<file path="config.mk">
export PLATFORM = sky130hd
export DESIGN_NAME = infix_to_postfix_converter_top
export DESIGN_NICKNAME = d
export VERILOG_FILES = /design/src/design/i2p_pkg.sv /design/src/design/i2p_ctrl.sv /design/src/design/i2p_datapath.sv /design/src/design/infix_to_postfix_converter_top.sv
export SDC_FILE = /design/constraint.sdc
export NUM_CORES = 1
export LEC_CHECK = 0
export ABC_AREA = 1
export BUFFER_PORTS_ARGS = -buffer_cell sky130_fd_sc_hd__buf_2
export CAP_MARGIN = 20
export CORE_MARGIN = 8
export CORE_UTILIZATION = 30
export CTS_CLUSTER_DIAMETER = 100
export DETAILED_ROUTE_END_ITERATION = 6
export HOLD_SLACK_MARGIN = 0.03
export PLACE_DENSITY_LB_ADDON = 0.1
export SETUP_SLACK_MARGIN = 0.4
export SLEW_MARGIN = 5
export SYNTH_ARGS = -nofsm -noshare
export SYNTH_HDL_FRONTEND = slang
export SYNTH_SLANG_ARGS = --single-unit
</file>
<file path="constraint.sdc">
create_clock -name clk -period 7.65 [get_ports clk]
set_clock_uncertainty 0.05 [all_clocks]
set_input_delay 0.3825 -clock clk [delete_from_list [all_inputs] [get_ports clk]]
set_output_delay 0.3825 -clock clk [all_outputs]
set_load 0.02 [all_outputs]
</file>
<file path="src/design/i2p_pkg.sv">
package i2p_pkg;

  // Default sizes.
  localparam int DEF_STACK_DEPTH = 16;
  localparam int DEF_MAX_LENGTH  = 1024;

  // Result field widths.
  localparam int CHAR_W = 8;
  localparam int KIND_W = 2;
  localparam int POS_W  = 10;

  // Result kinds.
  localparam logic [KIND_W-1:0] KIND_CHAR  = 2'd0;
  localparam logic [KIND_W-1:0] KIND_DONE  = 2'd1;
  localparam logic [KIND_W-1:0] KIND_ERROR = 2'd2;

  // Characters the converter recognises.
  localparam logic [CHAR_W-1:0] CH_PLUS  = 8'h2B;
  localparam logic [CHAR_W-1:0] CH_MINUS = 8'h2D;
  localparam logic [CHAR_W-1:0] CH_STAR  = 8'h2A;
  localparam logic [CHAR_W-1:0] CH_SLASH = 8'h2F;
  localparam logic [CHAR_W-1:0] CH_OPEN  = 8'h28;
  localparam logic [CHAR_W-1:0] CH_CLOSE = 8'h29;
  localparam logic [CHAR_W-1:0] CH_DOT   = 8'h2E;
  localparam logic [CHAR_W-1:0] CH_SPACE = 8'h20;
  localparam logic [CHAR_W-1:0] CH_ZERO  = 8'h30;
  localparam logic [CHAR_W-1:0] CH_NINE  = 8'h39;
  localparam logic [CHAR_W-1:0] CH_TAB   = 8'h09;
  localparam logic [CHAR_W-1:0] CH_CR    = 8'h0D;

  // Operator stack entry codes.
  localparam int CODE_W = 3;
  localparam logic [CODE_W-1:0] CODE_NONE  = 3'd0;
  localparam logic [CODE_W-1:0] CODE_OPEN  = 3'd1;
  localparam logic [CODE_W-1:0] CODE_PLUS  = 3'd2;
  localparam logic [CODE_W-1:0] CODE_MINUS = 3'd3;
  localparam logic [CODE_W-1:0] CODE_STAR  = 3'd4;
  localparam logic [CODE_W-1:0] CODE_SLASH = 3'd5;

  // Class of the previous character.
  typedef enum logic [1:0] {
    CLS_START = 2'd0,
    CLS_OPEN  = 2'd1,
    CLS_OPER  = 2'd2,
    CLS_OTHER = 2'd3
  } cls_t;

  // Commands from the controller to the datapath.
  typedef enum logic [2:0] {
    CMD_NONE       = 3'd0,
    CMD_LATCH      = 3'd1,
    CMD_CLEAR      = 3'd2,
    CMD_EMIT_DIGIT = 3'd3,
    CMD_EMIT_SPACE = 3'd4,
    CMD_BODY       = 3'd5,
    CMD_POP_CHAR   = 3'd6,
    CMD_POP_SPACE  = 3'd7
  } cmd_t;

  // Status from the datapath to the controller.
  typedef struct packed {
    logic item_end;
    logic err_seen;
    logic is_digit;
    logic in_number;
    logic pop_more;
    logic body_emits;
    logic out_free;
  } dp_status_t;

  // Operator character to stack code; zero for anything else.
  function automatic logic [CODE_W-1:0] op_code(input logic [CHAR_W-1:0] c);
    logic [CODE_W-1:0] code;
    code = CODE_NONE;
    if (c == CH_PLUS) code = CODE_PLUS;
    else if (c == CH_MINUS) code = CODE_MINUS;
    else if (c == CH_STAR) code = CODE_STAR;
    else if (c == CH_SLASH) code = CODE_SLASH;
    return code;
  endfunction

  // Operator priority; the open parenthesis has the lowest.
  function automatic logic [1:0] code_prio(input logic [CODE_W-1:0] code);
    logic [1:0] prio;
    case (code)
      CODE_PLUS, CODE_MINUS: prio = 2'd1;
      CODE_STAR, CODE_SLASH: prio = 2'd2;
      default:               prio = 2'd0;
    endcase
    return prio;
  endfunction

  // Stack code back to its character.
  function automatic logic [CHAR_W-1:0] code_char(input logic [CODE_W-1:0] code);
    logic [CHAR_W-1:0] c;
    case (code)
      CODE_OPEN:  c = CH_OPEN;
      CODE_PLUS:  c = CH_PLUS;
      CODE_MINUS: c = CH_MINUS;
      CODE_STAR:  c = CH_STAR;
      CODE_SLASH: c = CH_SLASH;
      default:    c = '0;
    endcase
    return c;
  endfunction

endpackage

</file>
<file path="src/design/i2p_ctrl.sv">
module i2p_ctrl import i2p_pkg::*; (
  input  logic       clk,
  input  logic       rst,
  input  logic       item_valid,
  output logic       item_stall,
  input  dp_status_t status,
  output cmd_t       cmd
);

  typedef enum logic [4:0] {
    S_IDLE = 5'b00001,
    S_LEAD = 5'b00010,
    S_BODY = 5'b00100,
    S_POPC = 5'b01000,
    S_POPS = 5'b10000
  } state_t;

  state_t state;
  state_t state_next;

  // Items are taken only between items.
  assign item_stall = (state != S_IDLE);

  // Sequencing of one item; every emitting step waits for a free output register.
  always_comb begin
    state_next = state;
    cmd        = CMD_NONE;
    unique case (state)
      S_IDLE: begin
        if (item_valid) begin
          cmd        = CMD_LATCH;
          state_next = S_LEAD;
        end
      end
      S_LEAD: begin
        if (status.err_seen) begin
          if (status.item_end) cmd = CMD_CLEAR;
          state_next = S_IDLE;
        end else if (!status.item_end && status.is_digit) begin
          if (status.out_free) begin
            cmd        = CMD_EMIT_DIGIT;
            state_next = S_IDLE;
          end
        end else if (status.in_number) begin
          if (status.out_free) begin
            cmd        = CMD_EMIT_SPACE;
            state_next = S_BODY;
          end
        end else begin
          state_next = S_BODY;
        end
      end
      S_BODY: begin
        if (status.pop_more) begin
          state_next = S_POPC;
        end else if (!status.body_emits || status.out_free) begin
          cmd        = CMD_BODY;
          state_next = S_IDLE;
        end
      end
      S_POPC: begin
        if (status.out_free) begin
          cmd        = CMD_POP_CHAR;
          state_next = S_POPS;
        end
      end
      S_POPS: begin
        if (status.out_free) begin
          cmd        = CMD_POP_SPACE;
          state_next = S_BODY;
        end
      end
      default: state_next = S_IDLE;
    endcase
  end

  // State register.
  always_ff @(posedge clk) begin
    if (rst) begin
      state <= S_IDLE;
    end else begin
      state <= state_next;
    end
  end

endmodule

</file>
<file path="src/design/i2p_datapath.sv">
module i2p_datapath import i2p_pkg::*; #(
  parameter int STACK_DEPTH = DEF_STACK_DEPTH,
  parameter int MAX_LENGTH  = DEF_MAX_LENGTH
) (
  input  logic              clk,
  input  logic              rst,
  input  logic              op,
  input  logic [CHAR_W-1:0] ch,
  input  cmd_t              cmd,
  output dp_status_t        status,
  output logic              result_valid,
  input  logic              result_stall,
  output logic [CHAR_W-1:0] out_char,
  output logic [KIND_W-1:0] kind,
  output logic [POS_W-1:0]  error_pos,
  output logic              last
);

  localparam int CW = $clog2(STACK_DEPTH + 1);
  localparam int IW = $clog2(STACK_DEPTH);
  localparam int XW = $clog2(MAX_LENGTH);
  localparam logic [CW-1:0] FULL    = CW'(STACK_DEPTH);
  localparam logic [XW-1:0] IDX_MAX = XW'(MAX_LENGTH - 1);

  // Held item and its character position.
  logic              item_end;
  logic [CHAR_W-1:0] item_ch;
  logic [XW-1:0]     pos;

  // Conversion state.
  logic [CODE_W-1:0] stack [STACK_DEPTH];
  logic [CW-1:0]     stack_count, stack_count_next;
  logic [XW-1:0]     char_index, char_index_next;
  cls_t              prev_class, prev_class_next;
  logic              in_number, in_number_next;
  logic              error_seen, error_seen_next;

  logic              push_en;
  logic [CODE_W-1:0] push_val;

  // Output register.
  logic              load;
  logic [CHAR_W-1:0] char_next;
  logic [KIND_W-1:0] kind_next;
  logic [POS_W-1:0]  pos_next;
  logic              last_next;

  // Decode of the held character and of the stack top.
  logic [CW-1:0]     cnt_dec;
  logic [CODE_W-1:0] top_code;
  logic [CODE_W-1:0] item_code;
  logic              is_digit, is_ws, is_open, is_close, is_op, is_unary;
  logic              not_empty, full, top_open;
  logic              pop_more, body_emits, body_silent;

  always_comb begin
    cnt_dec   = stack_count - CW'(1);
    top_code  = stack[cnt_dec[IW-1:0]];
    item_code = op_code(item_ch);
    is_digit  = (item_ch >= CH_ZERO && item_ch <= CH_NINE) || item_ch == CH_DOT;
    is_ws     = item_ch == CH_SPACE || (item_ch >= CH_TAB && item_ch <= CH_CR);
    is_open   = item_ch == CH_OPEN;
    is_close  = item_ch == CH_CLOSE;
    is_op     = item_code != CODE_NONE;
    is_unary  = is_op && prev_class != CLS_OTHER;
    not_empty = stack_count != '0;
    full      = stack_count == FULL;
    top_open  = top_code == CODE_OPEN;
  end

  // What the remaining work of the item does: pop an operator, or finish.
  always_comb begin
    pop_more   = 1'b0;
    body_emits = 1'b1;
    if (item_end) begin
      pop_more = not_empty && !top_open;
    end else if (is_ws) begin
      body_emits = 1'b0;
    end else if (is_open) begin
      body_emits = full;
    end else if (is_close) begin
      pop_more   = not_empty && !top_open;
      body_emits = !not_empty;
    end else if (is_op && !is_unary) begin
      pop_more   = not_empty && (code_prio(top_code) >= code_prio(item_code));
      body_emits = full;
    end
    body_silent = !body_emits && !pop_more;
  end

  assign status = '{
    item_end:   item_end,
    err_seen:   error_seen,
    is_digit:   is_digit,
    in_number:  in_number,
    pop_more:   pop_more,
    body_emits: body_emits,
    out_free:   !result_valid || !result_stall
  };

  // Next state and result for each command.
  always_comb begin
    stack_count_next = stack_count;
    char_index_next  = char_index;
    prev_class_next  = prev_class;
    in_number_next   = in_number;
    error_seen_next  = error_seen;
    push_en          = 1'b0;
    push_val         = CODE_OPEN;
    load             = 1'b0;
    char_next        = '0;
    kind_next        = KIND_CHAR;
    pos_next         = '0;
    last_next        = 1'b0;
    case (cmd)
      CMD_LATCH: begin
        if (!op && !error_seen && char_index != IDX_MAX) begin
          char_index_next = char_index + XW'(1);
        end
      end
      CMD_CLEAR: begin
        stack_count_next = '0;
        char_index_next  = '0;
        prev_class_next  = CLS_START;
        in_number_next   = 1'b0;
        error_seen_next  = 1'b0;
      end
      CMD_EMIT_DIGIT: begin
        load            = 1'b1;
        char_next       = item_ch;
        last_next       = 1'b1;
        in_number_next  = 1'b1;
        prev_class_next = CLS_OTHER;
      end
      CMD_EMIT_SPACE: begin
        load           = 1'b1;
        char_next      = CH_SPACE;
        last_next      = body_silent;
        in_number_next = 1'b0;
      end
      CMD_POP_CHAR: begin
        load             = 1'b1;
        char_next        = code_char(top_code);
        stack_count_next = cnt_dec;
      end
      CMD_POP_SPACE: begin
        load      = 1'b1;
        char_next = CH_SPACE;
        last_next = body_silent;
      end
      CMD_BODY: begin
        if (item_end) begin
          // End of expression: an open parenthesis left on the stack is an error.
          load             = 1'b1;
          last_next        = 1'b1;
          kind_next        = not_empty ? KIND_ERROR : KIND_DONE;
          stack_count_next = '0;
          char_index_next  = '0;
          prev_class_next  = CLS_START;
          in_number_next   = 1'b0;
          error_seen_next  = 1'b0;
        end else if (is_ws) begin
          prev_class_next = CLS_OTHER;
        end else if (is_open && !full) begin
          push_en          = 1'b1;
          push_val         = CODE_OPEN;
          stack_count_next = stack_count + CW'(1);
          prev_class_next  = CLS_OPEN;
        end else if (is_close && not_empty) begin
          stack_count_next = cnt_dec;
          prev_class_next  = CLS_OTHER;
        end else if (is_unary) begin
          load            = 1'b1;
          char_next       = item_ch;
          last_next       = 1'b1;
          in_number_next  = 1'b1;
          prev_class_next = CLS_OPER;
        end else if (is_op && !full) begin
          push_en          = 1'b1;
          push_val         = item_code;
          stack_count_next = stack_count + CW'(1);
          prev_class_next  = CLS_OPER;
        end else begin
          // Overflow, unmatched close or illegal character.
          load            = 1'b1;
          last_next       = 1'b1;
          kind_next       = KIND_ERROR;
          pos_next        = POS_W'(pos);
          error_seen_next = 1'b1;
        end
      end
      default: begin
      end
    endcase
  end

  // Control registers.
  always_ff @(posedge clk) begin
    if (rst) begin
      stack_count  <= '0;
      char_index   <= '0;
      prev_class   <= CLS_START;
      in_number    <= 1'b0;
      error_seen   <= 1'b0;
      result_valid <= 1'b0;
    end else begin
      stack_count <= stack_count_next;
      char_index  <= char_index_next;
      prev_class  <= prev_class_next;
      in_number   <= in_number_next;
      error_seen  <= error_seen_next;
      if (load) begin
        result_valid <= 1'b1;
      end else if (!result_stall) begin
        result_valid <= 1'b0;
      end
    end
  end

  // Payload registers: held item, stack entries and the result.
  always_ff @(posedge clk) begin
    if (cmd == CMD_LATCH) begin
      item_end <= op;
      item_ch  <= ch;
      pos      <= char_index;
    end
    if (push_en) begin
      stack[stack_count[IW-1:0]] <= push_val;
    end
    if (load) begin
      out_char  <= char_next;
      kind      <= kind_next;
      error_pos <= pos_next;
      last      <= last_next;
    end
  end

endmodule

</file>
<file path="src/design/infix_to_postfix_converter_top.sv">
// Streaming infix to postfix converter. Each transfer on the item channel brings one
// expression character (op low) or an end-of-expression mark (op high); the result
// channel returns the postfix characters, a finished or error code, and last on the
// final result of each item. Items are handled one at a time: a digit passes through
// the lead step only, any other character through the lead and body steps, and a
// character or end mark that arrives after an error through the lead step only.
// Every operator popped from the stack passes, with its trailing space, through the
// single output register; the controller then returns to the body step to decide
// whether to pop again. Stalls on the result channel hold every emitting step.
module infix_to_postfix_converter_top import i2p_pkg::*; #(
  parameter int STACK_DEPTH = DEF_STACK_DEPTH,
  parameter int MAX_LENGTH  = DEF_MAX_LENGTH
) (
  input  logic              clk,
  input  logic              rst,
  input  logic              item_valid,
  output logic              item_stall,
  input  logic              op,
  input  logic [CHAR_W-1:0] ch,
  output logic              result_valid,
  input  logic              result_stall,
  output logic [CHAR_W-1:0] out_char,
  output logic [KIND_W-1:0] kind,
  output logic [POS_W-1:0]  error_pos,
  output logic              last
);

  cmd_t       cmd;
  dp_status_t status;

  // Sequencer for one item.
  i2p_ctrl u_ctrl (
    .clk        (clk),
    .rst        (rst),
    .item_valid (item_valid),
    .item_stall (item_stall),
    .status     (status),
    .cmd        (cmd)
  );

  // Operator stack, counters and output register.
  i2p_datapath #(
    .STACK_DEPTH (STACK_DEPTH),
    .MAX_LENGTH  (MAX_LENGTH)
  ) u_datapath (
    .clk          (clk),
    .rst          (rst),
    .op           (op),
    .ch           (ch),
    .cmd          (cmd),
    .status       (status),
    .result_valid (result_valid),
    .result_stall (result_stall),
    .out_char     (out_char),
    .kind         (kind),
    .error_pos    (error_pos),
    .last         (last)
  );

endmodule
</file>
# [Word level (Yosys, flattened, before mapping)]
# Memories as Yosys holds them, arrays and structs flattened.
# Cells that the tools add are included.
[totals] output_inout_bits=23 reg_bits=65 word_cells=240 n_memories=1 ramBits=48 input_bits=13
[op_classes] n_addsub=3 bitwise=1 magnitude_cmp=5 eq_ne=49 n_reduce_logical=49 mux=118
[memory_table] memory="u_datapath.stack" words=16 width=3 read_ports=1 rd_ports_with_merged_regs=0 wr=1 line="i2p_datapath.sv:31" rtl="logic [CODE_W-1:0] stack [STACK_DEPTH];"
[op_table] op="5-bit two-way mux" count=15
[op_table] op="8-bit by 6-bit equality test with 1-bit output (second input constant)" count=8
[op_table] op="3-bit two-way mux" count=19
[op_table] op="2-bit two-way mux" count=25
[op_table] op="8-bit two-way mux" count=5
[op_table] op="1-bit two-way mux" count=39
[op_table] op="8-bit case mux with 4 select lines" count=1
[op_table] op="10-bit case mux with 3 select lines" count=1
[op_table] op="6-bit case mux with 5 select lines" count=1
[op_table] op="5-bit case mux with 5 select lines" count=1
[op_table] op="3-bit equality test (second input constant)" count=8
[op_table] op="10-bit two-way mux" count=2
[op_table] op="3-bit by 2-bit equality test with 1-bit output (second input constant)" count=6
[op_table] op="3-bit by 2-bit != test with 1-bit output (second input constant)" count=5
[op_table] op="3-bit case mux with 5 select lines" count=1
[op_table] op="5-bit case mux with 3 select lines" count=1
[op_table] op="3-bit nonzero test" count=5
[op_table] op="1-bit logical AND" count=13
[op_table] op="2-bit OR reduction" count=6
[op_table] op="1-bit zero test" count=11
[op_table] op="10-bit by 1-bit adder with 10-bit output (second input constant)" count=1
[op_table] op="5-bit equality test (second input constant)" count=2
[op_table] op="10-bit != test (second input constant)" count=1
[op_table] op="5-bit by 1-bit != test with 1-bit output (second input constant)" count=2
[op_table] op="other kinds (33)" count=46

# [Logic depth before layout (Yosys ltp)]
[logic_depth] ltp_word=27 mapped_depth=27

# [By module]
# Synthesis repeated with hierarchy kept, for this count alone.
[unflattened] cells_unflattened=643 area_unflattened_um2=5749.3
[modules_own_cells] module="i2p_datapath" cells_per_inst=552 n_inst=1 seq_area_each_um2=3042.9 area_per_inst_um2=5232.5
[modules_own_cells] module="i2p_ctrl" cells_per_inst=91 n_inst=1 seq_area_each_um2=100.1 area_per_inst_um2=516.7

# [Worst setup path before layout]
# No wires, ideal clock.
[synth_timing] kind="reg2reg" from="register u_datapath.stack_count[0]" to="register u_datapath.result_valid" path_buffers=4 path_slack_ns=3.701 path_stages_with_launch=25 arrival_ns=3.781 period_less_slack_ns=3.949 cell_sequence="dfxtp_1 inv_2 buf_4 ha_1 buf_2 buf_2 nor2_1 o21ai_1 nand3_1 nand3_1 nand2_1 nor2_1 inv_1 ha_1 inv_1 a21boi_0 o2111ai_1 nand3_1 nand2_4 nand3_4 buf_6 nand3_1 nand3_1 o21ai_1 inv_1"
[synth_between] elab_chain_cells=23
[synth_rtl] item="from (decl)" line="i2p_datapath.sv:32" rtl="logic [CW-1:0] stack_count, stack_count_next;"
[synth_rtl] item="from (signal assigned)" line="i2p_datapath.sv:207" rtl="stack_count <= stack_count_next;"
[synth_rtl] item="5-bit by 1-bit subtractor with 5-bit output" line="i2p_datapath.sv:57" rtl="cnt_dec = stack_count - CW'(1);"
[synth_rtl] item="memory read 16 x 3 bit"
[synth_rtl] item="3-bit equality test or 3-bit by 2-bit equality test with 1-bit output (tied branches)" line="i2p_pkg.sv:85" rtl="case (code)"
[synth_rtl] item="2-bit OR reduction" line="i2p_pkg.sv:85"
[synth_rtl] item="2-bit case mux with 2 select lines" line="i2p_pkg.sv:85"
[synth_rtl] item="2-bit two-way mux" line="i2p_datapath.sv:84" rtl="end else if (is_op && !is_unary) begin"
[synth_rtl] item="2-bit two-way mux" line="i2p_datapath.sv:81" rtl="end else if (is_close) begin"
[synth_rtl] item="2-bit two-way mux" line="i2p_datapath.sv:79" rtl="end else if (is_open) begin"
[synth_rtl] item="(+8 left out)"
[synth_rtl] item="1-bit two-way mux" line="i2p_datapath.sv:75" rtl="if (item_end) begin"
[synth_rtl] item="3-bit two-way mux" line="i2p_ctrl.sv:54" rtl="if (status.pop_more) begin"
[synth_rtl] item="3-bit case mux with 5 select lines" line="i2p_ctrl.sv:28" rtl="unique case (state)"
[synth_rtl] item="3-bit by 2-bit equality test with 1-bit output or 3-bit equality test (tied branches)" line="i2p_datapath.sv:115" rtl="case (cmd)"
[synth_rtl] item="4-bit OR reduction (no line)"
[synth_rtl] item="1-bit case mux with 2 select lines *" line="i2p_datapath.sv:115"
[synth_rtl] item="named net u_datapath.load" line="i2p_datapath.sv:42" rtl="logic load;"
[synth_rtl] item="2-bit by 1-bit != test with 1-bit output (no line) or 1-bit two-way mux (tied branches)"
[synth_rtl] item="to (signal assigned)" line="i2p_datapath.sv:205" rtl="result_valid <= 1'b0;"
[synth_rtl] item="to (signal assigned)" line="i2p_datapath.sv:213" rtl="result_valid <= 1'b1;"
[synth_rtl] item="to (signal assigned)" line="i2p_datapath.sv:215" rtl="result_valid <= 1'b0;"
[synth_rtl] item="to (decl)" line="i2p_datapath.sv:11" rtl="output logic result_valid,"
# Mark *: on every way through the listed nets, which the timed path passes. The rest lies on a longest branch. The select of a mux whose other input is x is not followed.
# A chain may end at the register's enable or synchronous reset.

# [Worst setup path in the final report]
[layout_timing] from="register u_datapath.stack_count[0]" to="memory u_datapath.stack[15][0], enable pin"
[layout_between] elab_chain_cells=23
[layout_rtl] item="5-bit by 1-bit subtractor with 5-bit output" line="i2p_datapath.sv:57"
[layout_rtl] item="memory read 16 x 3 bit"
[layout_rtl] item="3-bit equality test or 3-bit by 2-bit equality test with 1-bit output (tied branches)" line="i2p_pkg.sv:85"
[layout_rtl] item="2-bit OR reduction" line="i2p_pkg.sv:85"
[layout_rtl] item="2-bit case mux with 2 select lines" line="i2p_pkg.sv:85"
[layout_rtl] item="2-bit two-way mux" line="i2p_datapath.sv:84"
[layout_rtl] item="2-bit two-way mux" line="i2p_datapath.sv:81"
[layout_rtl] item="2-bit two-way mux" line="i2p_datapath.sv:79"
[layout_rtl] item="(+7 left out)"
[layout_rtl] item="1-bit two-way mux" line="i2p_datapath.sv:77" rtl="end else if (is_ws) begin"
[layout_rtl] item="1-bit two-way mux" line="i2p_datapath.sv:75"
[layout_rtl] item="3-bit two-way mux" line="i2p_ctrl.sv:54"
[layout_rtl] item="3-bit case mux with 5 select lines" line="i2p_ctrl.sv:28"
[layout_rtl] item="3-bit equality test" line="i2p_datapath.sv:115"
[layout_rtl] item="1-bit two-way mux" line="i2p_datapath.sv:115"
[layout_rtl] item="1-bit two-way mux" line="i2p_datapath.sv:227" rtl="if (push_en) begin"
[layout_rtl] item="1-bit two-way mux (implied by the code)" line="i2p_datapath.sv:228" rtl="stack[stack_count[IW-1:0]] <= push_val;"
[layout_rtl] item="to (decl)" line="i2p_datapath.sv:31"
# Parallel ways exist; a longest one is shown, timed or not. The select of a mux whose other input is x is not followed.

==> reports/qor.yml <==
powerDensity_mw_per_mm2: 242
cts_tree: "yes"
fin_nets: 694
layout_setup_ws_ns: 2.81
synth_seq_cells: 113
worstHoldStart: "ch[7]"
firstDrtPassIters: 5
die_height_um: 154
end_kind: "flip-flop"
initial_utilization: 0.305
finalCriticalPeriod_ns: 4.84
vias: 4385
ir_worst_vdd_v: 0.000113
drc_errors: 0
grt_pass1_wl_mm: 23.8
synth.distinct_cells: 51
areaGrowthSynthToFinish_pct: 16.7
drt-initial-drc-count: 288
drtAntennaViolNets: 0
grt-ovfl-total: 0
path_common_cell: "nand2_1"
r2r_end: "u_datapath.stack[15][0]"
synth-async-reset-ratio: 0
core_area_sq_mm: 0.0186
rsz0062_at_grt: "false"
path_class: "reg2reg"
hold_path_class: "in2reg"
fmax_mhz: 207
maxCapViolations: 0
clock_latency_ns: 0.41
clock-sinks: 113
dp_hpwl_mm: 10.7
startpoint_type: "flip-flop"
syn_area_per_cell_sq_um: 9.08
die_area_sq_mm: 0.0236
hold_violations: 0
setup_tns_ns: 0
synth_warnings: 0
cts_buffer_depth: 2
finalSetupViolCount: 0
pin_count: 36
status: "completed"
ys.flop_type: "edfxtp_1"
reg2reg_depth: 22
grt.total_usage: 0.129
tightestPinTransition_ns: 0.824
gr-usage-met3: 0.0373
synth-edff-count: 88
min_path_cells: 1
rrSetupSlack_ns: 2.81
wl_per_cell_um: 15.8
grt_use_met1: 0.168
n_fill_cell: 1877
syn_area_sq_mm: 0.00569
cts_hold_buffers: 0
portBuffers: 35
grt_pass1_vias: 4293
die_x_um: 154
cts-root-buf: "clkbuf_16"
cts_buffers: 17
drive_gt1_frac: 0.160
htreeDepth: 4
routed_via_density: 4.77
timing.final.crit_share: 0.632
multiInputGateArea_sq_mm: 0.00216
cp_cell_sequence: "buf_4 -> inv_2 -> ha_1 -> inv_2 -> nand3_1 -> nand3_1 -> nand2_1 -> nand2_1 -> nand2_1 -> inv_1 -> nor2_1 -> inv_1 -> ha_1 -> inv_1 -> a21boi_0 -> o2111ai_1 -> nand3_1 -> nand2_4 -> nand4_4 -> a21oi_2 -> nand2_1 -> nor2_1"
slowest_stage: "ha_1"
busiest_layer: "met2"
finalMaxSlewViolations: 0
wirelength_mm: 14.6
grt_util_met2: 0.201
dp_slack_ns: 2.41
finalWeightedCongestion: 0.844
regArea_sq_mm: 0.00314
path_clk_slew_ns: 0.06
syn_inst: 626
rows: 50
maxSlewHeadroom: 0.448
worstPathMaxFanout: 31
antenna_found_initial: 0
cts_resized: 0
crit_required_ns: 7.68
p_leak_uw: 0.00268
r2r_start: "u_datapath.stack_count[0]"
slowest_delay_ns: 0.74
seq_area_frac_synth: 0.553
arrival_ns: 4.87
post_cts_buffers: 0
hold_path_end: "u_datapath.item_ch[7]"
grt_max_degree: 32
antenna_cells: 0
-- registers in the layout, summed over array words and instances, names as in the netlist --
register / cells
u_datapath.stack: 48
u_datapath.char_index: 10
u_datapath.error_pos: 10
u_datapath.pos: 10
u_datapath.item_ch: 8
u_datapath.out_char: 8
u_ctrl.state: 5
u_datapath.stack_count: 5
u_datapath.kind: 2
u_datapath.prev_class: 2
u_datapath.error_seen: 1
u_datapath.in_number: 1
u_datapath.item_end: 1
u_datapath.last: 1
u_datapath.result_valid: 1
-- cells in the final DEF (no fill, tap or decap), types with 8 or more instances in the layout --
| master | instances |
|---|---|
| nor3_1 | 10 |
| nand2_2 | 10 |
| edfxtp_1 | 88 |
| clkbuf_16 | 17 |
| ha_1 | 8 |
| buf_2 | 35 |
| nand4_1 | 11 |
| inv_1 | 62 |
| nand2_1 | 150 |
| nand3_1 | 73 |
| dfxtp_1 | 25 |
| nor2_1 | 84 |
| a21oi_1 | 15 |
| o21ai_0 | 14 |
-- stage by stage --
stage | area (sq um) | utilization | total power, uW | hold slack (ns) | cells
after floorplan | 5690 | - | 852 | 0.380 | 627
after global placement | 6070 | 0.325 | 901 | 0.403 | 885
after detailed placement | 6070 | 0.325 | 901 | 0.402 | 885
after CTS | 6600 | 0.354 | 1620 | 0.0750 | 917
after global routing | 6630 | 0.356 | 1680 | 0.0769 | 920
final | 6630 | 0.356 | 1600 | 0.0955 | 920
-- metal layers --
layer / part of all wire / up-vias
met5: 0 / -
li1: - / 2199
met4: 0.014 / 0
met3: 0.049 / 17
met2: 0.46 / 111
met1: 0.48 / 2058
-- worst max path at each step --
stage / startpoint / to / slack, ns
6_report: u_datapath.stack_count[0] / u_datapath.stack[15][0] / 2.81
5_1_grt: u_datapath.stack_count[0] / u_datapath.stack[3][2] / 2.33
4_1_cts: u_datapath.stack_count[0] / u_datapath.result_valid / 2.40
3_5_place_dp: u_datapath.stack_count[0] / u_datapath.result_valid / 2.41
3_3_place_gp: u_datapath.stack_count[0] / u_datapath.result_valid / 2.56
2_1_floorplan: u_datapath.stack_count[0] / u_datapath.result_valid / 3.70
-- synthesized netlist by cell type (2+ instances only) --
| cell | n | area (sq um) |
|---|---|---|
| inv_2 | 4 | 15.0 |
| nand3_1 | 73 | 365 |
| buf_6 | 3 | 33.8 |
| nand3_4 | 2 | 35.0 |
| o21ai_1 | 4 | 20.0 |
| xor2_1 | 6 | 52.6 |
| o41ai_1 | 2 | 17.5 |
| nand4_1 | 11 | 68.8 |
| a31oi_1 | 2 | 12.5 |
| nor2_1 | 85 | 319 |
| nor3_2 | 2 | 20.0 |
| nor3_1 | 10 | 50.1 |
| inv_4 | 2 | 12.5 |
| nand3_2 | 3 | 30.0 |
| nand2_2 | 10 | 62.6 |
| nor2_2 | 2 | 12.5 |
| xnor2_1 | 4 | 35.0 |
| a21oi_1 | 15 | 75.1 |
| ha_1 | 8 | 100 |
| dfxtp_1 | 25 | 500 |
| nand2_4 | 4 | 45.0 |
| buf_2 | 7 | 35.0 |
| o21ai_0 | 14 | 70.1 |
| inv_1 | 62 | 233 |
| o31ai_1 | 3 | 22.5 |
| edfxtp_1 | 88 | 2640 |
| nand2_1 | 150 | 563 |
| o22ai_1 | 2 | 12.5 |
-- critical path: cells and delay by family, from the launching register on --
family	cells	cell delay [ns]
buffers and inverters	6	0.94
AO/OA/AOI/OAI	3	0.53
AND/OR/NAND/NOR	11	1.65
adder cells (fa/ha/maj)	2	1.00
flip-flops	1	0.30
-- power by group --
group          switching [uW]  total (uW)  internal, uW
Combinational             120         172          52.1
Clock                     300         717           417
Sequential               20.9         716           695
-- cells by family after synthesis --
logic type               count (synthesis)  share of synthesized area
flip-flops                             113                      0.553
other                                    1                   0.000660
AND/OR/NAND/NOR                        357                      0.288
AO/OA/AOI/OAI                           53                     0.0579
XOR/XNOR                                10                     0.0154
adder cells (fa/ha/maj)                  8                     0.0176
buffers and inverters                   84                     0.0676
-- cell type report --
cell class / count / area share
Timing Repair Buffer: 41 / 0.0343
Tap cell: 234 / 0.0441
Clock buffer: 18 / 0.0647
Sequential cell: 113 / 0.474
Clock inverter: 14 / 0.0160
Multi-Input combinational cell: 430 / 0.326
Inverter: 70 / 0.0406
(Power assumes the default switching activity.)
